### src/rtl/core/pem_pkg.sv
`timescale 1ns / 1ps

package pem_pkg;

  // channel pairs and field widths
  localparam int unsigned Pairs   = 4;
  localparam int unsigned PairW   = 2;
  localparam int unsigned SampleW = 16;
  localparam int unsigned PScaleW = 24;
  localparam int unsigned EScaleW = 32;
  localparam int unsigned ActW    = 48;
  localparam int unsigned AppW    = 47;
  localparam int unsigned AEnW    = 64;
  localparam int unsigned UEnW    = 63;
  localparam int unsigned MulW    = 48;
  localparam int unsigned CntW    = 6;

  // configuration register indexes
  localparam logic CfgPowerScale  = 1'b0;
  localparam logic CfgEnergyScale = 1'b1;

  // reset values of the scale registers
  localparam logic [PScaleW-1:0] PowerScaleRst  = 24'd65536;
  localparam logic [EScaleW-1:0] EnergyScaleRst = 32'd1193046;

  // operand selection of the shared serial multiplier
  typedef logic [1:0] pem_sel_t;
  localparam pem_sel_t SelDiff  = 2'd0;
  localparam pem_sel_t SelAct   = 2'd1;
  localparam pem_sel_t SelReact = 2'd2;
  localparam pem_sel_t SelApp   = 2'd3;

  // controller to datapath commands
  typedef struct packed {
    logic     cap;
    logic     prod;
    logic     mag;
    logic     sum;
    logic     prep;
    logic     mul_start;
    pem_sel_t sel;
    logic     sqrt_start;
    logic     q_load;
    logic     en_upd;
    logic     out_load;
  } pem_cmd_t;

  // datapath to controller status
  typedef struct packed {
    logic win_end;
    logic mul_done;
    logic sqrt_done;
    logic out_free;
  } pem_sts_t;

endpackage

### src/rtl/core/pem_ctrl.sv
`timescale 1ns / 1ps

module pem_ctrl (
  input  logic              clk_i,
  input  logic              rst_ni,
  input  logic              in_valid_i,
  output logic              in_ready_o,
  input  pem_pkg::pem_sts_t sts_i,
  output pem_pkg::pem_cmd_t cmd_o
);

  localparam logic [3:0] StIdle   = 4'd0;
  localparam logic [3:0] StProd   = 4'd1;
  localparam logic [3:0] StMag    = 4'd2;
  localparam logic [3:0] StSum    = 4'd3;
  localparam logic [3:0] StPrep   = 4'd4;
  localparam logic [3:0] StMulD   = 4'd5;
  localparam logic [3:0] StWaitD  = 4'd6;
  localparam logic [3:0] StWaitSq = 4'd7;
  localparam logic [3:0] StMulA   = 4'd8;
  localparam logic [3:0] StWaitA  = 4'd9;
  localparam logic [3:0] StMulR   = 4'd10;
  localparam logic [3:0] StWaitR  = 4'd11;
  localparam logic [3:0] StMulP   = 4'd12;
  localparam logic [3:0] StWaitP  = 4'd13;
  localparam logic [3:0] StOut    = 4'd14;

  logic [3:0] state_q, state_d;

  // sequencing and command decode
  always_comb begin
    state_d    = state_q;
    cmd_o      = '0;
    cmd_o.sel  = pem_pkg::SelDiff;
    in_ready_o = 1'b0;
    unique case (state_q)
      StIdle: begin
        in_ready_o = 1'b1;
        if (in_valid_i) begin
          cmd_o.cap = 1'b1;
          state_d   = StProd;
        end
      end
      StProd: begin
        cmd_o.prod = 1'b1;
        state_d    = StMag;
      end
      StMag: begin
        cmd_o.mag = 1'b1;
        state_d   = StSum;
      end
      StSum: begin
        cmd_o.sum = 1'b1;
        state_d   = sts_i.win_end ? StPrep : StIdle;
      end
      StPrep: begin
        cmd_o.prep = 1'b1;
        state_d    = StMulD;
      end
      StMulD: begin
        cmd_o.mul_start = 1'b1;
        state_d         = StWaitD;
      end
      StWaitD: begin
        if (sts_i.mul_done) begin
          cmd_o.sqrt_start = 1'b1;
          state_d          = StWaitSq;
        end
      end
      StWaitSq: begin
        if (sts_i.sqrt_done) begin
          cmd_o.q_load = 1'b1;
          state_d      = StMulA;
        end
      end
      StMulA: begin
        cmd_o.sel       = pem_pkg::SelAct;
        cmd_o.mul_start = 1'b1;
        state_d         = StWaitA;
      end
      StWaitA: begin
        cmd_o.sel = pem_pkg::SelAct;
        if (sts_i.mul_done) begin
          cmd_o.en_upd = 1'b1;
          state_d      = StMulR;
        end
      end
      StMulR: begin
        cmd_o.sel       = pem_pkg::SelReact;
        cmd_o.mul_start = 1'b1;
        state_d         = StWaitR;
      end
      StWaitR: begin
        cmd_o.sel = pem_pkg::SelReact;
        if (sts_i.mul_done) begin
          cmd_o.en_upd = 1'b1;
          state_d      = StMulP;
        end
      end
      StMulP: begin
        cmd_o.sel       = pem_pkg::SelApp;
        cmd_o.mul_start = 1'b1;
        state_d         = StWaitP;
      end
      StWaitP: begin
        cmd_o.sel = pem_pkg::SelApp;
        if (sts_i.mul_done) begin
          cmd_o.en_upd = 1'b1;
          state_d      = StOut;
        end
      end
      StOut: begin
        if (sts_i.out_free) begin
          cmd_o.out_load = 1'b1;
          state_d        = StIdle;
        end
      end
      default: state_d = StIdle;
    endcase
  end

  always_ff @(posedge clk_i or negedge rst_ni) begin
    if (!rst_ni) begin
      state_q <= StIdle;
    end else begin
      state_q <= state_d;
    end
  end

endmodule

### config.mk
export PLATFORM = sky130hd
export DESIGN_NAME = pem_ctrl
export DESIGN_NICKNAME = d
export VERILOG_FILES = /design/src/rtl/core/pem_pkg.sv /design/src/rtl/core/pem_ctrl.sv
export SDC_FILE = /design/constraint.sdc
export NUM_CORES = 1
export LEC_CHECK = 0
export CAP_MARGIN = 10
export CORE_AREA = 2 2 39 41
export CTS_BUF_LIST = sky130_fd_sc_hd__clkbuf_4 sky130_fd_sc_hd__clkbuf_8 sky130_fd_sc_hd__clkbuf_16
export CTS_CLUSTER_DIAMETER = 200
export DETAILED_ROUTE_END_ITERATION = 8
export DIE_AREA = 0 0 41 43
export DONT_BUFFER_PORTS = 1
export GPL_TIMING_DRIVEN = 0
export PLACE_DENSITY = 0.54
export SETUP_SLACK_MARGIN = 0.3
export SLEW_MARGIN = 30
export SYNTH_ARGS = -nofsm -noshare
export SYNTH_HDL_FRONTEND = slang
export SYNTH_SLANG_ARGS = --single-unit
### constraint.sdc
create_clock -name clk_i -period 1.99 [get_ports clk_i]
set_input_delay 0.0995 -clock clk_i [delete_from_list [all_inputs] [get_ports clk_i]]
set_output_delay 0.0995 -clock clk_i [all_outputs]
set_load 0.01 [all_outputs]
# After elaboration in Yosys (flattened, before gate mapping)
# Index checks and enable logic that the tools add are counted.
[word_totals] regBits=4 input_bits=7 output_inout_bits=13 wordCells=54
[op_classes] n_eq_ne=21 muxes=25 reduce_logical=7
[ops] operator="$pmux W4 S15" n=1
[ops] operator="$eq A4 B4 Y1 const B" n=7
[ops] operator="$mux W4" n=7
[ops] operator="$eq A4 B3 Y1 const B" n=4
[ops] operator="$mux W1" n=15
[ops] operator="$ne A2 B2 Y1 const B" n=7
[ops] operator="$eq A4 B2 Y1 const B" n=2
[ops] operator="$reduce_and A7 Y1" n=1
[ops] operator="$pmux W2 S3" n=1
[ops] operator="$reduce_or A2 Y1" n=3
[ops] operator="$eq A4 B1 Y1 const B" n=1
[ops] operator="$logic_not A4 Y1" n=1
[ops] operator="$reduce_or A4 Y1" n=1
[ops] operator="$mux W3" n=1
[ops] operator="$reduce_or A3 Y1" n=1

# Depth between registers and ports, before layout
# Gate-level depths: netlist (run 1).
[logic_depth] ltp_word=3 depth_mapped=5 mapped_depth_nobuf=4

# Worst setup path after synthesis (run 1)
# No wires, ideal clock.
[synth_timing] kind="register to register" from="reg state_q[1]" to="reg state_q[0]" setup_time_ns=0.125 arrival_ns=1.560 required_ns=1.865 setup_slack_ns=0.305 path_stages_with_launch=5 path_buffers=0 synth_period_minus_slack_ns=1.685 path_cell_list="dfrtp_1 or4_1 o31a_1 o22a_1 mux2_4"
[synth_via] elab_chain_len=3 word_cells_on_any_way=24 classes_between="eq/ne (21); mux (1); reduce/logical (2)"
[synth_lines] element="from (decl)" line="pem_ctrl.sv:28" source="logic [3:0] state_q, state_d;"
[synth_lines] element="from (signal assigned)" line="pem_ctrl.sv:124" source="state_q <= StIdle;"
[synth_lines] element="from (signal assigned)" line="pem_ctrl.sv:126" source="state_q <= state_d;"
[synth_lines] element="$eq A4 B3 Y1, or another cell as far along" line="pem_ctrl.sv:36" source="unique case (state_q)"
[synth_lines] element="$ne A2 B2 Y1 (no line)"
[synth_lines] element="$reduce_and A7 Y1 (no line)"
# Several ways; a longest one is shown, not always the timed one.
# A chain may end at the register's enable or synchronous reset.

# Worst setup path in the final report (run 1)
[layout_timing] from="reg state_q[2]" to="reg state_q[0]"
# The elaborated chain is that of the path after synthesis.

==> flow_summary.toml, run 1 <==
[final_layout]
layoutNonFillerInstCount = 76
largest_reg_flops = 4
top_register = "state_q"
syn_to_final_growth_pct = 28.0
nNetsFinal = 69
num_antenna_cells = 0
layout-drive-gt1-share = 0.267
reg_top3 = "state_q: 4 flops"

[critical_path]
cp-start-kind = "register"
worstPathRequired_ns = 2.10
cp_data_arrival_time_ns = 1.83
worst_setup_path_end_kind = "register"
crit_path_max_fanout = 5
critPathKind = "register to register"

[power_and_ir_drop]
pwr-share-comb = 0.733
power_w = 0.000967
p_sw_w = 0.000493
netSwitchingFraction = 0.510
powerDensity_mw_per_mm2 = 1940
internal-power_w = 0.000474
clockPowerShare = 0.101
pwr-share-seq = 0.166
ir_drop_v = 0.000347
leakagePower_nw = 0.204

[global_routing]
grt_pass1_wl_um = 1630
use_met2 = 0.225
overflow = 0
grt.total_usage = 0.132
antenna_found_initial = 0
met1_usage = 0.145
grt-busiest-layer = "met2"
grt_start_max_net_pins = 11
grt_pass1_vias = 395
gr-usage-met3 = 0.0419

[job]
maxCapViolCount = 0

[timing]
setup_slack_ns = 0.270
tightest_slew_ns = 0.555
final.min_clock_period_ns = 1.72
maxSlewViolCount = 0
setup_tns_ns = 0
hold_ws_ns = 0.127
hold_viol = 0
max_freq_ghz = 0.582
fin_crit_sh = 0.864
timing.slew.headroom = 0.630
setup_violations = 0
fin_skew_ns = 0.00687
grt_setup_unrepaired = "true"

[detailed_routing]
num_vias = 437
wl_per_cell_um = 14.7
ant_nets = 0
drtIter0Drc = 6
dr.pass1.iters = 4
drc = 0
viasPerCell = 5.75
wirelength_um = 1120

[clock_tree]
cts_root_buffer = "clkbuf_4"
cts_max_path_buffers = 2
cts_tree = "built"
clk_latency_ns = 0.23
clkTransAtPathRegs_ns = 0.04
htree_levels = 1
cts.sinks = 4
cts_buffers = 3

[floorplan]
io_pins = 20
core_sq_mm = 0.00138
rows = 14
die_w_um = 41
start_util = 0.281
die_area_sq_mm = 0.00176
die-height_um = 43

[synthesis]
yosys_register_bits = 4
mappedNetlistNets = 60
synth_edf_count = 0
async_flop_share = 1.00
synth-main-ff-cell = "dfrtp_1"
synth.area.top_cells = "dfrtp_1 (26%), mux2_4 (7.7%), nand2_1 (7.7%)"
ys.warnings.count = 0
synthMostInstantiatedCell = "nand2_1"
avgSynthCellArea_sq_um = 7.34
synth_common_cells = "nand2_1 (8), clkbuf_1 (4), dfrtp_1 (4)"
synth_cells = 53
synth_top_area_cell = "dfrtp_1"
synth_cell_type_count = 26
syn_area_sq_um = 389
yosysTopAreaCellShare = 0.257
synth-seq-area-share = 0.257

[placed_design]
gp_congestion = 0.614
post-place-ws_ns = 0.216
hpwl_um = 768
portBuffers = 0
numPlacedInstances = 69

[status]
outcome = "complete, no violations"

[min_path]
hp-class = "primary input to asynchronous set/reset pin"
placed cells by master, fill, tap and decap left out:
master and count:
clkbuf_2 3, nand3_1 1, o22a_2 1, nor2b_1 2, dfrtp_2 1, or4_1 1
a21boi_0 1, nor2_1 2, nor4_1 1, dlygate4sd3_1 1, and2_1 3, nor4b_2 1
dfrtp_1 3, buf_4 3, a32oi_1 1, o22ai_1 1, buf_1 1, o21ai_0 1
nor3_1 3, mux2_4 2, inv_1 2, nor4_4 1, clkbuf_1 1, and3_1 1
clkbuf_4 3, a31oi_1 3, nor4_2 1, xor2_1 1, o211ai_1 1, a21oi_1 2
nand2b_1 2, o31a_1 1, nand2_1 8
per-layer routing:
layer / vias to the layer above / share of wire
met4: 0 / 0
met1: 213 / 0.44
met5: - / 0
met2: 15 / 0.50
met3: 0 / 0.051
li1: 209 / -
metrics by stage:
step,area (sq um),utilization
2_1_floorplan,389,-
5_1_grt,498,0.360
3_5_place_dp,409,0.296
3_3_place_gp,409,0.296
4_1_cts,473,0.342
6_report,498,0.360
worst max-delay path: stages, from the launching register on:
cell and delay [ns]:
dfrtp_1 0.41, or4_1 0.49, o31a_1 0.12, o22a_2 0.28, mux2_4 0.30
layout make-up:
type	count	area, sq um
multi-input cells	42	292
plain buffers	5	22.5
flip-flops and latches	4	101
repair buffers	4	32.5
well taps	16	20.0
clock buffers	3	22.5
inverters	2	7.51
fillers	157	886
cell families (layout without fill, tap and decap cells):
kind of cell    count (synthesis)  count (layout)  share of synthesized area
xor+xnor                        1               1                     0.0225
buf+inv                         7              14                     0.0675
flops                           4               4                      0.257
compound gates                 12              12                      0.209
simple gates                   27              27                      0.367
mux                             2               2                     0.0772
repair_timing:
item,CTS,global route
pin swaps,1,2
setup endpoints to repair,5,9
buffers inserted,3,0
hold buffers,1,0
cloned,0,0
resized for setup,3,8
hold endpoints to repair,4,0
power by group through the flow:
| stage | clock [W] | sequential (W) | combinational, W |
|---|---|---|---|
| after floorplan | 0 | 0.000160 | 0.000481 |
| after global placement | 0 | 0.000176 | 0.000577 |
| after detailed placement | 0 | 0.000175 | 0.000575 |
| after CTS | 0.000103 | 0.000156 | 0.000657 |
| after global routing | 0.000107 | 0.000163 | 0.000785 |
| final | 0.0000977 | 0.000160 | 0.000709 |
worst paths after layout:
check	start	to	slack, ns	depth (start not counted)
min in group clk_i	sts_i[0]	state_q[3]$_DFFE_PN0P_	0.13	3
min	rst_ni	state_q[3]$_DFFE_PN0P_	0.13	1
max in group asynchronous	rst_ni	state_q[1]$_DFFE_PN0P_	1.67	1
max reg2reg	state_q[2]$_DFFE_PN0P_	state_q[0]$_DFFE_PN0P_	0.27	4
min reg2reg	state_q[0]$_DFFE_PN0P_	state_q[1]$_DFFE_PN0P_	0.83	4
max	state_q[2]$_DFFE_PN0P_	state_q[0]$_DFFE_PN0P_	0.27	4
Note: power is estimated with default switching activity, not from simulation.
==> run 2: changes to the inputs <==
==> constraint.sdc (replaced) <==
create_clock -name clk_i -period 1.99 [get_ports clk_i]
set_input_delay 0.0995 -clock clk_i [delete_from_list [all_inputs] [get_ports clk_i]]
set_output_delay 0.0995 -clock clk_i [all_outputs]
set_load 0.005 [all_outputs]
==> flow_summary.toml, run 2 (synthesized netlist as in run 1, its figures left out) <==
[placed_design]
numPlacedInstances = 69
gp_congestion = 0.614
post_dp_cell_area_sq_um = 409
post-place-ws_ns = 0.216
hpwl_um = 768
portBuffers = 0

[critical_path]
cp_data_arrival_time_ns = 1.81
regToRegStartpoint = "state_q[1]$_DFFE_PN0P_"
critPathKind = "register to register"
reg2reg_setup_slack_ns = 0.29
worst_setup_path_end_kind = "register"
timing.rr.end = "state_q[0]$_DFFE_PN0P_"
cp-start-kind = "register"
worstPathRequired_ns = 2.10
crit_path_max_fanout = 3
reg2reg_depth = 4

[final_layout]
reg_top3 = "state_q: 4 flops"
top_register = "state_q"
syn_to_final_growth_pct = 27.3
multi_input_area_sq_um = 283
layoutNonFillerInstCount = 77
design_area_sq_um = 495
nNetsFinal = 70
largest_reg_flops = 4
layout_commonest_cell = "nand2_1"
regArea_sq_um = 101
layout-drive-gt1-share = 0.246
final_cell_mix = "nand2_1 (8), buf_4 (4)"
num_antenna_cells = 0
n_fill_cell = 163

[floorplan]
io_pins = 20
die_area_sq_mm = 0.00176
rows = 14
die-height_um = 43
start_util = 0.281
core_sq_mm = 0.00138
die_w_um = 41

[power_and_ir_drop]
powerDensity_mw_per_mm2 = 1880
leakagePower_nw = 0.206
ir_drop_v = 0.000321

[timing]
hold_viol = 0
fin_crit_sh = 0.855
maxSlewViolCount = 0
setup_tns_ns = 0
tightest_slew_ns = 0.544
final.min_clock_period_ns = 1.70
grt_setup_unrepaired = "true"
setup_slack_ns = 0.289
fin_skew_ns = 0.00673
max_freq_ghz = 0.588
hold_ws_ns = 0.127
setup_violations = 0
timing.slew.headroom = 0.637

[clock_tree]
cts.sinks = 4
cts_max_path_buffers = 2
clkTransAtPathRegs_ns = 0.04
cts_buffers = 3
cts_tree = "built"
htree_levels = 1
clk_latency_ns = 0.23
cts_root_buffer = "clkbuf_4"

[detailed_routing]
drtIter0Drc = 10
drc = 0
num_vias = 428
wl_per_cell_um = 14.4
dr.pass1.iters = 3
wirelength_um = 1110
viasPerCell = 5.56
ant_nets = 0

[status]
outcome = "complete, no violations"

[global_routing]
grt_pass1_vias = 395
grt_start_max_net_pins = 11
met1_usage = 0.145
grt_pass1_wl_um = 1630
grt-busiest-layer = "met2"
antenna_found_initial = 0
overflow = 0
gr-usage-met3 = 0.0419
grt.total_usage = 0.132
use_met2 = 0.225

[min_path]
hp-class = "primary input to asynchronous set/reset pin"

[job]
maxCapViolCount = 0
-- run 2: metal layers --
layer / vias to the layer above / part of all wire
met4: 0 / 0
met5: - / 0
li1: 212 / -
met3: 0 / 0.045
met1: 206 / 0.43
met2: 10 / 0.52
-- run 2: stage by stage --
step           utilization  power [W]
3_3_place_gp         0.296   0.000720
5_1_grt              0.358    0.00103
6_report             0.358   0.000931
4_1_cts              0.336   0.000872
2_1_floorplan            -   0.000609
3_5_place_dp         0.296   0.000717
-- run 2: report_power, final --
group | internal (W) | switching [W]
combinational | 0.000286 | 0.000394
clock | 0.0000672 | 0.0000304
sequential | 0.000128 | 0.0000249
-- run 2: worst max-delay path, stage by stage, from the launching register on --
cell     delay [ns]
dfrtp_2        0.39
or4_4          0.50
o31a_1         0.12
o22a_2         0.28
mux2_4         0.30
-- run 2: how the worst max path moves through the flow --
| stage | end | slack (ns) | start |
|---|---|---|---|
| 5_1_grt | state_q[0]$_DFFE_PN0P_ | 0.25 | state_q[1]$_DFFE_PN0P_ |
| 2_1_floorplan | state_q[0]$_DFFE_PN0P_ | 0.30 | state_q[1]$_DFFE_PN0P_ |
| 4_1_cts | state_q[0]$_DFFE_PN0P_ | 0.28 | state_q[1]$_DFFE_PN0P_ |
| 3_3_place_gp | state_q[2]$_DFFE_PN0P_ | 0.19 | state_q[1]$_DFFE_PN0P_ |
| 6_report | state_q[0]$_DFFE_PN0P_ | 0.29 | state_q[1]$_DFFE_PN0P_ |
| 3_5_place_dp | state_q[2]$_DFFE_PN0P_ | 0.22 | state_q[1]$_DFFE_PN0P_ |
-- run 2: what timing repair did --
action                                 4_1_cts  5_1_grt
pin swaps                                    1        2
setup buffers                                3        1
hold buffers                                 1        0
endpoints found under the hold margin        4        0
gates resized for setup                      1        8
setup endpoints to repair                    2        6
-- run 2: cell type report --
cell class              count  share of cell area
multi-input cells          42               0.571
flip-flops and latches      4               0.205
repair buffers              5              0.0808
clock buffers               3              0.0455
inverters                   2              0.0152
well taps                  16              0.0404
plain buffers               5              0.0429
